File: config.mk
export PLATFORM = sky130hd
export DESIGN_NAME = stereo_peak_limiter_flat
export DESIGN_NICKNAME = d
export VERILOG_FILES = /design/src/spl_pkg.sv /design/src/spl_in_if.sv /design/src/spl_out_if.sv /design/src/stereo_peak_limiter.sv /design/src/spl_mul.sv /design/src/spl_div.sv /design/src/flat_wrapper.sv
export SDC_FILE = /design/constraint.sdc
export NUM_CORES = 2
export LEC_CHECK = 0
export ABC_CLOCK_PERIOD_IN_PS = 10200
export BUFFER_PORTS_ARGS = -buffer_cell sky130_fd_sc_hd__buf_4
export CORE_MARGIN = 2
export CORE_UTILIZATION = 35
export CTS_BUF_LIST = sky130_fd_sc_hd__clkbuf_2 sky130_fd_sc_hd__clkbuf_4 sky130_fd_sc_hd__clkbuf_8
export CTS_CLUSTER_DIAMETER = 50
export DETAILED_ROUTE_END_ITERATION = 10
export GPL_TIMING_DRIVEN = 1
export PLACE_DENSITY = 0.58
export SYNTH_ARGS = -nofsm -noshare
export SYNTH_HDL_FRONTEND = slang
export SYNTH_SLANG_ARGS = --single-unit
File: constraint.sdc
create_clock -name clk -period 10.2 [get_ports clk]
set_clock_uncertainty 0.1 [all_clocks]
set_input_delay 0 -clock clk [delete_from_list [all_inputs] [get_ports clk]]
set_output_delay 0 -clock clk [all_outputs]
set_load 0.05 [all_outputs]
File: src/spl_pkg.sv
`default_nettype none
package spl_pkg;

  // release coefficient format, Q0.16
  localparam int unsigned COEFF_W = 16;

  // configuration port
  localparam int unsigned APB_DW = 32;
  localparam int unsigned APB_AW = 3;

  // register indexes, decoded from paddr[2]
  localparam logic REG_THRESHOLD = 1'b0;
  localparam logic REG_COEFF     = 1'b1;

  localparam logic [31:0] THRESH_RESET = 32'd1038090;
  localparam logic [COEFF_W-1:0] COEFF_RESET = 16'd65522;

  // divider status back to the sequencer
  typedef struct packed {
    logic busy;
    logic done;
  } div_stat_t;

endpackage
`default_nettype wire

File: src/spl_in_if.sv
`default_nettype none
interface spl_in_if #(
  parameter int unsigned SAMPLE_WIDTH = 24
);
  logic                           valid;
  logic                           ready;
  logic signed [SAMPLE_WIDTH-1:0] left_in;
  logic signed [SAMPLE_WIDTH-1:0] right_in;

  modport source (output valid, output left_in, output right_in, input ready);
  modport sink   (input valid, input left_in, input right_in, output ready);
endinterface
`default_nettype wire

File: src/spl_out_if.sv
`default_nettype none
interface spl_out_if #(
  parameter int unsigned SAMPLE_WIDTH   = 24,
  parameter int unsigned GAIN_FRAC_BITS = 16
);
  logic                           valid;
  logic                           ready;
  logic signed [SAMPLE_WIDTH-1:0] left_out;
  logic signed [SAMPLE_WIDTH-1:0] right_out;
  logic [GAIN_FRAC_BITS:0]        applied_gain;

  modport source (output valid, output left_out, output right_out, output applied_gain,
                  input ready);
  modport sink   (input valid, input left_out, input right_out, input applied_gain,
                  output ready);
endinterface
`default_nettype wire

File: src/stereo_peak_limiter.sv
`default_nettype none
// channel  dir  signals                                   note
// in_ch    in   valid ready left_in right_in              signed Q4.20 pair
// out_ch   out  valid ready left_out right_out            signed Q4.20, gain Q1.16
//               applied_gain
// apb      in   psel penable pwrite paddr pwdata          0x0 threshold, 0x4 coeff
//               prdata pready
//
// The attack path waits on the bit-serial gain divide; release needs no divide. One
// multiplier serves peak*gain, the release decay and both channel products in turn.
// in_ch.ready is high only while the sequencer is idle; a finished item waits in the
// output register, so the next pair is taken while out_ch is stalled.
// Synchronous reset restores unity gain and the register defaults.
module stereo_peak_limiter #(
  parameter int unsigned SAMPLE_WIDTH   = 24,
  parameter int unsigned GAIN_FRAC_BITS = 16
) (
  input  wire logic                          clk,
  input  wire logic                          rst,
  spl_in_if.sink                             in_ch,
  spl_out_if.source                          out_ch,
  input  wire logic                          psel,
  input  wire logic                          penable,
  input  wire logic                          pwrite,
  input  wire logic [spl_pkg::APB_AW-1:0]    paddr,
  input  wire logic [spl_pkg::APB_DW-1:0]    pwdata,
  output logic      [spl_pkg::APB_DW-1:0]    prdata,
  output logic                               pready
);

  localparam int unsigned SW = SAMPLE_WIDTH;
  localparam int unsigned TW = SAMPLE_WIDTH - 1;
  localparam int unsigned GW = GAIN_FRAC_BITS + 1;
  localparam int unsigned PW = SW + GW;
  localparam int unsigned CF = spl_pkg::COEFF_W;
  localparam logic [GW-1:0] UNITY = GW'(1) << GAIN_FRAC_BITS;
  localparam logic [PW-1:0] RND   = PW'((GW'(1) << GAIN_FRAC_BITS) - GW'(1));

  typedef enum logic [3:0] {
    S_IDLE, S_PEAK, S_MPG, S_CMP, S_DIV, S_REL, S_ML, S_MR, S_FIN
  } state_t;

  state_t state;

  // configuration
  logic [TW-1:0] thr;
  logic [CF-1:0] coeff;
  logic          cfg_wr;

  assign pready = 1'b1;
  assign cfg_wr = psel & penable & pwrite;

  always_comb begin
    prdata = '0;
    unique case (paddr[2])
      spl_pkg::REG_THRESHOLD: prdata = spl_pkg::APB_DW'(thr);
      spl_pkg::REG_COEFF:     prdata = spl_pkg::APB_DW'(coeff);
      default:                prdata = '0;
    endcase
  end

  // item state
  logic [SW-1:0] lmag, rmag, peak;
  logic          lneg, rneg;
  logic [GW-1:0] gain;
  logic [GW-1:0] gap;
  logic [SW-1:0] left_res;

  // output register
  logic                 out_valid;
  logic signed [SW-1:0] left_q, right_q;
  logic [GW-1:0]        gain_q;

  assign in_ch.ready         = (state == S_IDLE);
  assign out_ch.valid        = out_valid;
  assign out_ch.left_out     = left_q;
  assign out_ch.right_out    = right_q;
  assign out_ch.applied_gain = gain_q;

  // shared multiplier
  logic          mul_en;
  logic [SW-1:0] mul_a;
  logic [GW-1:0] mul_b;
  logic [PW-1:0] prod;

  spl_mul #(.AW(SW), .BW(GW)) u_mul (
    .clk (clk),
    .en  (mul_en),
    .a   (mul_a),
    .b   (mul_b),
    .p   (prod)
  );

  assign gap = UNITY - gain;

  always_comb begin
    mul_en = 1'b0;
    mul_a  = peak;
    mul_b  = gain;
    unique case (state)
      S_MPG: begin
        mul_en = 1'b1;
      end
      S_CMP: begin
        mul_en = 1'b1;
        mul_a  = SW'(coeff);
        mul_b  = gap;
      end
      S_ML: begin
        mul_en = 1'b1;
        mul_a  = lmag;
      end
      S_MR: begin
        mul_en = 1'b1;
        mul_a  = rmag;
      end
      default: begin
        mul_en = 1'b0;
      end
    endcase
  end

  // divider
  logic               div_start;
  logic [GW-1:0]      quot;
  spl_pkg::div_stat_t div_stat;
  logic               over;

  assign over      = prod > PW'({thr, {GAIN_FRAC_BITS{1'b0}}});
  assign div_start = (state == S_CMP) && over;

  spl_div #(.SAMPLE_WIDTH(SAMPLE_WIDTH), .GAIN_FRAC_BITS(GAIN_FRAC_BITS)) u_div (
    .clk   (clk),
    .rst   (rst),
    .start (div_start),
    .thr   (thr),
    .peak  (peak),
    .quot  (quot),
    .stat  (div_stat)
  );

  // floor(sample * gain / unity) from the product magnitude and sign
  logic          sc_neg;
  logic [PW-1:0] prod_rnd;
  logic [SW:0]   sc_mag;
  logic [SW:0]   sc_val;
  logic [SW-1:0] scaled;

  assign sc_neg   = (state == S_FIN) ? rneg : lneg;
  assign prod_rnd = prod + RND;
  assign sc_mag   = sc_neg ? prod_rnd[PW-1:GAIN_FRAC_BITS] : prod[PW-1:GAIN_FRAC_BITS];
  assign sc_val   = sc_neg ? (~sc_mag + 1'b1) : sc_mag;
  assign scaled   = sc_val[SW-1:0];

  // input magnitudes; the most negative sample maps to 2^(SW-1)
  logic [SW-1:0] l_abs, r_abs;
  assign l_abs = in_ch.left_in[SW-1]  ? (~in_ch.left_in + 1'b1)  : in_ch.left_in;
  assign r_abs = in_ch.right_in[SW-1] ? (~in_ch.right_in + 1'b1) : in_ch.right_in;

  logic [PW-1:0] rel_term;
  assign rel_term = prod >> CF;

  always_ff @(posedge clk) begin
    if (rst) begin
      state     <= S_IDLE;
      out_valid <= 1'b0;
      gain      <= UNITY;
      thr       <= spl_pkg::THRESH_RESET[TW-1:0];
      coeff     <= spl_pkg::COEFF_RESET;
    end else begin
      if (cfg_wr) begin
        unique case (paddr[2])
          spl_pkg::REG_THRESHOLD: thr   <= pwdata[TW-1:0];
          spl_pkg::REG_COEFF:     coeff <= pwdata[CF-1:0];
          default:                thr   <= thr;
        endcase
      end
      // the final state reloads the output register itself
      if (out_valid && out_ch.ready && (state != S_FIN)) begin
        out_valid <= 1'b0;
      end
      unique case (state)
        S_IDLE: begin
          if (in_ch.valid) begin
            lmag  <= l_abs;
            rmag  <= r_abs;
            lneg  <= in_ch.left_in[SW-1];
            rneg  <= in_ch.right_in[SW-1];
            state <= S_PEAK;
          end
        end
        S_PEAK: begin
          peak  <= (lmag > rmag) ? lmag : rmag;
          state <= S_MPG;
        end
        S_MPG: begin
          state <= S_CMP;
        end
        S_CMP: begin
          state <= over ? S_DIV : S_REL;
        end
        S_DIV: begin
          if (div_stat.done) begin
            gain  <= quot;
            state <= S_ML;
          end
        end
        S_REL: begin
          gain  <= UNITY - rel_term[GW-1:0];
          state <= S_ML;
        end
        S_ML: begin
          state <= S_MR;
        end
        S_MR: begin
          left_res <= scaled;
          state    <= S_FIN;
        end
        S_FIN: begin
          if (!out_valid || out_ch.ready) begin
            left_q    <= left_res;
            right_q   <= scaled;
            gain_q    <= gain;
            out_valid <= 1'b1;
            state     <= S_IDLE;
          end
        end
        default: begin
          state <= S_IDLE;
        end
      endcase
    end
  end

endmodule
`default_nettype wire

File: src/spl_mul.sv
`default_nettype none
module spl_mul #(
  parameter int unsigned AW = 24,
  parameter int unsigned BW = 17
) (
  input  wire logic             clk,
  input  wire logic             en,
  input  wire logic [AW-1:0]    a,
  input  wire logic [BW-1:0]    b,
  output logic      [AW+BW-1:0] p
);

  always_ff @(posedge clk) begin
    if (en) begin
      p <= (AW+BW)'(a) * (AW+BW)'(b);
    end
  end

endmodule
`default_nettype wire

File: src/spl_div.sv
`default_nettype none
// Restoring divide of (thr << GAIN_FRAC_BITS) / peak, one quotient bit a cycle.
// Only the low GAIN_FRAC_BITS+1 quotient bits are formed: the caller starts it
// only when the quotient is known to be below unity.
module spl_div #(
  parameter int unsigned SAMPLE_WIDTH   = 24,
  parameter int unsigned GAIN_FRAC_BITS = 16
) (
  input  wire logic                      clk,
  input  wire logic                      rst,
  input  wire logic                      start,
  input  wire logic [SAMPLE_WIDTH-2:0]   thr,
  input  wire logic [SAMPLE_WIDTH-1:0]   peak,
  output logic      [GAIN_FRAC_BITS:0]   quot,
  output spl_pkg::div_stat_t             stat
);

  localparam int unsigned SW = SAMPLE_WIDTH;
  localparam int unsigned GW = GAIN_FRAC_BITS + 1;
  localparam int unsigned CW = $clog2(GW + 1);

  logic [SW-2:0] rem;
  logic [GW-1:0] qr;    // dividend bits shift out on top, quotient bits in below
  logic [CW-1:0] cnt;
  logic [SW-1:0] trial;
  logic [SW-1:0] diff;
  logic          ge;

  assign trial = {rem, qr[GW-1]};
  assign ge    = trial >= peak;
  assign diff  = trial - peak;
  assign quot  = qr;

  always_ff @(posedge clk) begin
    if (rst) begin
      stat <= '0;
      cnt  <= '0;
    end else begin
      stat.done <= !start && stat.busy && (cnt == CW'(1));
      if (start) begin
        rem       <= {1'b0, thr[SW-2:1]};
        qr        <= {thr[0], {(GW-1){1'b0}}};
        cnt       <= CW'(GW);
        stat.busy <= 1'b1;
      end else if (stat.busy) begin
        rem <= ge ? diff[SW-2:0] : trial[SW-2:0];
        qr  <= {qr[GW-2:0], ge};
        cnt <= cnt - 1'b1;
        if (cnt == CW'(1)) begin
          stat.busy <= 1'b0;
        end
      end
    end
  end

endmodule
`default_nettype wire

File: src/flat_wrapper.sv
// flat-port wrapper written by rule: the top's interface ports become plain ports
module stereo_peak_limiter_flat 
#(
  parameter int unsigned SAMPLE_WIDTH   = 24,
  parameter int unsigned GAIN_FRAC_BITS = 16
)
  (clk, rst, psel, penable, pwrite, paddr, pwdata, prdata, pready, in_ch_valid, in_ch_left_in, in_ch_right_in, in_ch_ready, out_ch_valid, out_ch_left_out, out_ch_right_out, out_ch_applied_gain, out_ch_ready);
  spl_in_if #(.SAMPLE_WIDTH(SAMPLE_WIDTH)) in_ch_i ();
  spl_out_if #(.SAMPLE_WIDTH(SAMPLE_WIDTH), .GAIN_FRAC_BITS(GAIN_FRAC_BITS)) out_ch_i ();
  input  wire logic clk;
  input  wire logic rst;
  input  wire logic psel;
  input  wire logic penable;
  input  wire logic pwrite;
  input  wire logic [spl_pkg::APB_AW-1:0] paddr;
  input  wire logic [spl_pkg::APB_DW-1:0] pwdata;
  output logic      [spl_pkg::APB_DW-1:0] prdata;
  output logic pready;
  input wire logic [$bits(in_ch_i.valid)-1:0] in_ch_valid;
  input wire logic [$bits(in_ch_i.left_in)-1:0] in_ch_left_in;
  input wire logic [$bits(in_ch_i.right_in)-1:0] in_ch_right_in;
  output wire logic [$bits(in_ch_i.ready)-1:0] in_ch_ready;
  output wire logic [$bits(out_ch_i.valid)-1:0] out_ch_valid;
  output wire logic [$bits(out_ch_i.left_out)-1:0] out_ch_left_out;
  output wire logic [$bits(out_ch_i.right_out)-1:0] out_ch_right_out;
  output wire logic [$bits(out_ch_i.applied_gain)-1:0] out_ch_applied_gain;
  input wire logic [$bits(out_ch_i.ready)-1:0] out_ch_ready;
  assign in_ch_i.valid = in_ch_valid;
  assign in_ch_i.left_in = in_ch_left_in;
  assign in_ch_i.right_in = in_ch_right_in;
  assign in_ch_ready = in_ch_i.ready;
  assign out_ch_valid = out_ch_i.valid;
  assign out_ch_left_out = out_ch_i.left_out;
  assign out_ch_right_out = out_ch_i.right_out;
  assign out_ch_applied_gain = out_ch_i.applied_gain;
  assign out_ch_i.ready = out_ch_ready;
  stereo_peak_limiter #(.SAMPLE_WIDTH(SAMPLE_WIDTH), .GAIN_FRAC_BITS(GAIN_FRAC_BITS)) u_core (.clk(clk), .rst(rst), .in_ch(in_ch_i), .out_ch(out_ch_i), .psel(psel), .penable(penable), .pwrite(pwrite), .paddr(paddr), .pwdata(pwdata), .prdata(prdata), .pready(pready));
endmodule
# After elaboration in Yosys (flattened, before gate mapping)
# Cells that the tools add are included.
word_totals:
  romBits: 0
  ramBits: 0
  output_inout_bits: 100
  latch_bits: 0
  memories: 0
  reg_bits: 312
classes:
  n_mux: 30
  n_bitwise: 7
  magnitude_cmp: 3
  n_div: 0
  add_sub_neg: 8
  shifts: 0
  n_reduce_logical: 22
  multipliers: 1
  eq_ne: 13
op_table:
  columns: ["op", "n"]
  rows:
  - ["$mux W23", 4]
  - ["$add A24 B1 Y24 const B", 3]
  - ["$mux W24", 3]
  - ["$not A24 Y24", 3]
  - ["$pmux W24 S3", 1]
  - ["$mux W17", 4]
  - ["$pmux W32 S2", 1]
  - ["$gt A41 B39 Y1", 1]
  - ["$mul A24 B17 Y41", 1]
  - ["$add A40 B16 Y40 const B", 1]
  - ["$pmux W4 S9", 1]
  - ["$pmux W17 S2", 1]
  - ["$sub A17 B17 Y17 const A", 2]
  - ["$ge A24 B24 Y1", 1]
  - ["$gt A24 B24 Y1", 1]
  - ["$sub A23 B23 Y23", 1]
  - ["$mux W22", 1]
  - ["$eq A4 B3 Y1 const B", 4]
  - ["$mux W4", 3]
  - ["$reduce_and A2 Y1", 6]
  - ["$mux W5", 2]
  - ["$mux W1", 9]
  - ["$reduce_and A3 Y1", 3]
  - ["$eq A4 B2 Y1 const B", 2]
  - ["15 further kinds", 25]

# Depth between registers and ports, before layout
depth:
  ltp_word: 6
  mapped_depth: 31
  mapped_depth_nobuf: 29

# By module
# From an unflattened synthesis, not the netlist that was laid out.
unflattened:
  cells_unflattened: 3201
  hier_area_um2: 30518.0
modules_own_cells:
  columns: ["mod", "cells_per_inst", "instances", "area_per_inst_um2"]
  rows:
  - ["spl_mul", 1595, 1, 14406.3]
  - ["stereo_peak_limiter", 1203, 1, 12458.2]
  - ["spl_div", 403, 1, 3653.5]

# Least setup slack after synthesis
# OpenSTA, ideal clock, no wires.
synth_timing:
  kind: "reg-to-reg"
  from: "reg u_core.state[1]"
  to: "reg u_core.u_mul.p[39] (data pin)"
  stages_incl_launch_ff: 29
  path_slack_ps: 820
  arrival_ps: 9018
  setup_ps: 262
  cell_sequence: "dfxtp_1 > buf_6 > nor2b_1 > o21ai_1 > clkbuf_1 > a22oi_1 > and2_1 > clkbuf_1 > nor2_1 > fa_1 > inv_1 > fa_1 > inv_1 > fa_1 > fa_1 > fa_1 > inv_1 > fa_1 > inv_1 > ha_1 > a21o_1 > a21o_1 > a311oi_1 > o21ai_0 > a221oi_1 > nor3_1 > nor3_1 > a21oi_1 > xor2_1"
synth_between:
  elab_chain_len: 3
  word_cells_on_any_way: 6
  cone_classes: "mul (1); eq/ne (3); mux (2)"
synth_rtl:
  columns: ["item", "line_no", "text"]
  rows:
  - ["start: declaration", "stereo_peak_limiter.sv:43", "state_t state;"]
  - ["start signal: assignment", "stereo_peak_limiter.sv:200", "state <= over ? S_DIV : S_REL;"]
  - ["$eq A4 B3 Y1 or $eq A4 B2 Y1 (tied branches)", "stereo_peak_limiter.sv:100", "unique case (state)"]
  - ["$pmux W24 S3 or $mux W17 (tied branches)", "stereo_peak_limiter.sv:100", null]
  - ["$mul A24 B17 Y41 *", "spl_mul.sv:15", "p <= (AW+BW)'(a) * (AW+BW)'(b);"]
  - ["end signal: assignment", "spl_mul.sv:15", null]
  - ["end: declaration", "spl_mul.sv:10", "output logic [AW+BW-1:0] p"]
# Mark *: on every way between the ends. The rest lies on a longest branch, timed or not.
# A chain may end at the register's enable or synchronous reset.

# Worst setup path after layout
layout_timing:
  from: "reg u_core.state[3]"
  to: "reg u_core.u_mul.p[39] (data pin)"
# The elaborated chain is that of the path after synthesis.

==> Flow_metrics.wiki <==
{| class="wikitable"
! Metric !! Value
|-
| Number of iterations in the first detailed-routing pass || 6
|-
| Area delta synth->final || 18.5%
|-
| Starting density of the core || 35.2%
|-
| Fin Setup TNS || 0 ns
|-
| Final period demand of the worst path || 8.98 ns
|-
| Origin of the worst min-delay path || pwdata[0]
|-
| Horizontal extent of the die || 296 µm
|-
| R2R cell count || 25
|-
| Maximum achievable frequency || 111 MHz
|-
| # clock sinks || 312
|-
| Library cell appearing most often on the critical path || sky130_fd_sc_hd__fa_1
|-
| Number of top-level pins || 190
|-
| Max transition margin || 25.2%
|-
| Leakage component of the power || 15.4 nW
|-
| Count of routing violations after the opening detailed-route iteration || 1811
|-
| Outcome || complete, no violations
|-
| Critical Path Stages || 25
|-
| Largest delay contributor family on the critical path || adder cells
|-
| Transition at the pin with the smallest max-transition slack || 1.12 ns
|-
| Worst R2R Setup Slack || 1.22 ns
|-
| Post-synth cell types || 80
|-
| Post-synth ARST share || 0%
|-
| Number of enable flip-flop cells after synthesis || 244
|-
| Total power divided by cell area || 106 nW/µm²
|-
| Final number of max-transition violations || 0
|-
| Worst r2r dst || u_core.u_mul.p[39]
|-
| Number of vias after detailed routing || 23400
|-
| Number of global-route vias before repair || 23300
|-
| CP peak stage delay || 0.66 ns
|-
| Number of hold violations in the final report || 0
|-
| Category of the worst setup path launch point || flip-flop
|-
| Post-layout instance area || 35400 µm²
|-
| Post-Syn Area || 29800 µm²
|-
| Site Rows || 107
|-
| Wire length of the first global-routing pass || 139 mm
|-
| Full die area || 87600 µm²
|-
| Area post-placement || 32500 µm²
|-
| Data arrival time of the critical path || 9.32 ns
|-
| Critical path endpoint || u_core.u_mul.p[39]
|-
| Top post-synthesis cells by area || sky130_fd_sc_hd__edfxtp_1 (25%), sky130_fd_sc_hd__fa_1 (22%), sky130_fd_sc_hd__ha_1 (8.1%)
|-
| Synth top area share || 24.5%
|-
| Finished Layout Cells || 4680
|-
| Grt total ovfl || 0
|-
| Antenna violations before repair || 1
|-
| Ratio of cells with drive above 1 in the final layout || 11.5%
|-
| Post-CTS setup repair buffer count || 0
|-
| Number of synthesis warnings || 0
|-
| Remaining routing DRC violations || 0
|-
| Synthesized netlist cell count || 3168
|-
| Worst path bufs/invs || 4
|-
| Number of buffer cells added on primary ports || 168
|-
| Total Nets Final || 4100
|-
| Core Region || 84900 µm²
|-
| Largest area contributor in the netlist || sky130_fd_sc_hd__edfxtp_1
|-
| Overall Power || 3.76 mW
|-
| Ys flop type || sky130_fd_sc_hd__edfxtp_1
|-
| Type of destination of the critical path || flip-flop
|-
| Startpoint of the most critical setup path || u_core.state[3]
|-
| Clock tree root buffer cell || sky130_fd_sc_hd__clkbuf_8
|-
| Final number of setup-violating endpoints || 0
|-
| Top post-synthesis cells by count || sky130_fd_sc_hd__inv_1 (523), sky130_fd_sc_hd__nand2_1 (466), sky130_fd_sc_hd__fa_1 (330), sky130_fd_sc_hd__nor2_1 (261), sky130_fd_sc_hd__edfxtp_1 (244)
|-
| Vias per std cell || 5.01
|-
| Gpl congestion || 0.942
|-
| Number of nets still failing antenna checks after routing || 0
|-
| RSZ-0062 raised after global routing || false
|-
| Min-delay worst type || in -> reg
|-
| Class of the most critical setup path || reg -> reg
|-
| Sequential fraction of the synthesis area || 29.1%
|-
| Peak VDD IR || 0.0929 mV
|-
| Latest clock arrival within the worst-skew pair || 0.68 ns
|-
| FF+latch count, synth || 312
|-
| Peak fanout along the critical path || 17
|-
| Number of CTS-inserted buffers || 57
|-
| Count of maximum capacitance violations || 0
|-
| Slowest library cell on the worst path || sky130_fd_sc_hd__a22oi_1
|-
| Level count of the clock H-tree || 2
|-
| Critical register-to-register path startpoint || u_core.state[3]
|-
| Post-route clock period utilization || 88.0%
|-
| Clk buf depth || 3
|-
| Die Y || 296 µm
|-
| Overall track demand over capacity in global routing || 20.8%
|-
| CTS tree || built
|-
| Post-CTS clock slew at the launch and capture registers of the worst setup and hold paths || 0.06 ns
|-
| Pin count of the biggest net entering global routing || 70
|-
| Most used standard cell by instance count after synthesis || sky130_fd_sc_hd__inv_1
|-
| Endpoint required time on the critical path || 10.53 ns
|-
| HPWL after detailed placement || 71.5 mm
|-
| Layout filler cell count || 8314
|-
| Synth Area per Inst || 9.42 µm²
|-
| Number of instances in the placed design || 4412
|-
| Average wire per standard cell || 19.3 µm
|-
| DRT Wirelength || 90.5 mm
|}
area by class of cell:
type | instances | area [µm²] | area share, %
Clock buffer | 80 | 995 | 2.81
Antenna cell | 1 | 2.50 | 0.00707
Tap cell | 1144 | 1430 | 4.05
Timing Repair Buffer | 385 | 3290 | 9.29
Clock inverter | 28 | 260 | 0.736
Inverter | 523 | 1960 | 5.55
Sequential cell | 312 | 8690 | 24.6
Multi-Input combinational cell | 2207 | 18700 | 53.0
worst min-delay path by stage:
stage                                  to  slack, ns  depth (start not counted)
final                     u_core.coeff[0]       0.04                          4
after global routing      u_core.coeff[0]       0.04                          4
after detailed placement   u_core.rmag[0]        0.1                          1
after CTS                 u_core.coeff[0]      0.001                          4
after global placement     u_core.rmag[0]        0.1                          1
after floorplan            u_core.lmag[0]     -0.001                          0
worst reg2reg max path, delay by kind of cell, from the launching register on:
family	cells	cell delay (ns)
AOI/OAI and AO/OA	6	2.29
xor gates and xnor gates	1	0.15
adders and majority gates	7	3.35
buffers and inverters	4	0.40
DFF	1	0.58
and+or+nand+nor	7	1.88
cell families after synthesis:
| group | after synthesis | share of synthesized area (%) |
|---|---|---|
| DFF | 312 | 29.1 |
| xor gates and xnor gates | 183 | 5.37 |
| muxes | 56 | 2.00 |
| and+or+nand+nor | 1011 | 15.3 |
| other | 2 | 0.0252 |
| adders and majority gates | 524 | 30.3 |
| buffers and inverters | 657 | 8.51 |
| AOI/OAI and AO/OA | 423 | 9.43 |
layout by cell type (no fill, tap or decap), types with 11 or more instances in the layout:
cell,n
sky130_fd_sc_hd__nand4_1,23
sky130_fd_sc_hd__dfxtp_1,68
sky130_fd_sc_hd__nor2_1,257
sky130_fd_sc_hd__o21ai_0,86
sky130_fd_sc_hd__nand2b_1,19
sky130_fd_sc_hd__xnor2_1,138
sky130_fd_sc_hd__clkbuf_4,17
sky130_fd_sc_hd__a211o_1,15
sky130_fd_sc_hd__clkbuf_8,63
sky130_fd_sc_hd__edfxtp_1,244
sky130_fd_sc_hd__mux2_2,30
sky130_fd_sc_hd__a21o_1,37
sky130_fd_sc_hd__fa_1,330
sky130_fd_sc_hd__o21a_1,14
sky130_fd_sc_hd__nor4_1,14
sky130_fd_sc_hd__nand2_1,466
sky130_fd_sc_hd__a31oi_1,16
sky130_fd_sc_hd__o41ai_1,11
sky130_fd_sc_hd__o221ai_1,15
sky130_fd_sc_hd__nand3b_1,14
sky130_fd_sc_hd__nor3_1,42
sky130_fd_sc_hd__dlygate4sd3_1,159
sky130_fd_sc_hd__inv_1,523
sky130_fd_sc_hd__buf_4,226
sky130_fd_sc_hd__xor2_1,42
sky130_fd_sc_hd__a21oi_1,101
sky130_fd_sc_hd__and2_1,33
sky130_fd_sc_hd__nand3_1,27
sky130_fd_sc_hd__or4_1,14
sky130_fd_sc_hd__a211oi_1,11
sky130_fd_sc_hd__mux2i_1,25
sky130_fd_sc_hd__or3_1,20
sky130_fd_sc_hd__ha_1,194
sky130_fd_sc_hd__a22oi_1,40
sky130_fd_sc_hd__o31ai_1,15
sky130_fd_sc_hd__nor2b_1,26
registers in the layout, summed over array words and instances, names as in the netlist, 16 cells and up:
register	flops
u_core.u_mul.p	41
u_core.left_res	24
u_core.lmag	24
u_core.out_ch.left_out	24
u_core.out_ch.right_out	24
u_core.peak	24
u_core.rmag	24
u_core.thr	23
u_core.u_div.rem	23
u_core.gain	17
u_core.out_ch.applied_gain	17
u_core.u_div.quot	17
u_core.coeff	16
what timing repair did:
action,4_1_cts,5_1_grt
hold buffers,159,0
endpoints found under the hold margin,113,0
resized for setup,0,0
report_power, final:
group          internal [mW]  switching [mW]
logic                  0.371           0.578
registers               1.45          0.0729
clock network          0.719           0.570
through the flow:
| stage | util (%) | worst slack [ns] | hold WS, ns |
|---|---|---|---|
| floorplan | - | 0.820 | -0.00113 |
| global placement | 38.3 | 1.33 | 0.0968 |
| detailed placement | 38.3 | 1.30 | 0.0957 |
| CTS | 41.7 | 1.29 | 0.00137 |
| global route | 41.7 | 0.845 | 0.0399 |
| finish | 41.7 | 1.22 | 0.0411 |
metal layers:
layer / track usage [%] / up-vias / wire length (µm) / part of all wire [%]
met2: 33.3 / 809 / 41200 / 46
met5: 0 / - / 0 / 0
met4: 6.61 / 0 / 2830 / 3.1
li1: - / 11000 / - / -
met1: 29.0 / 11500 / 40400 / 45
met3: 3.02 / 151 / 6110 / 6.8
Note: power is estimated with default switching activity, not from simulation.
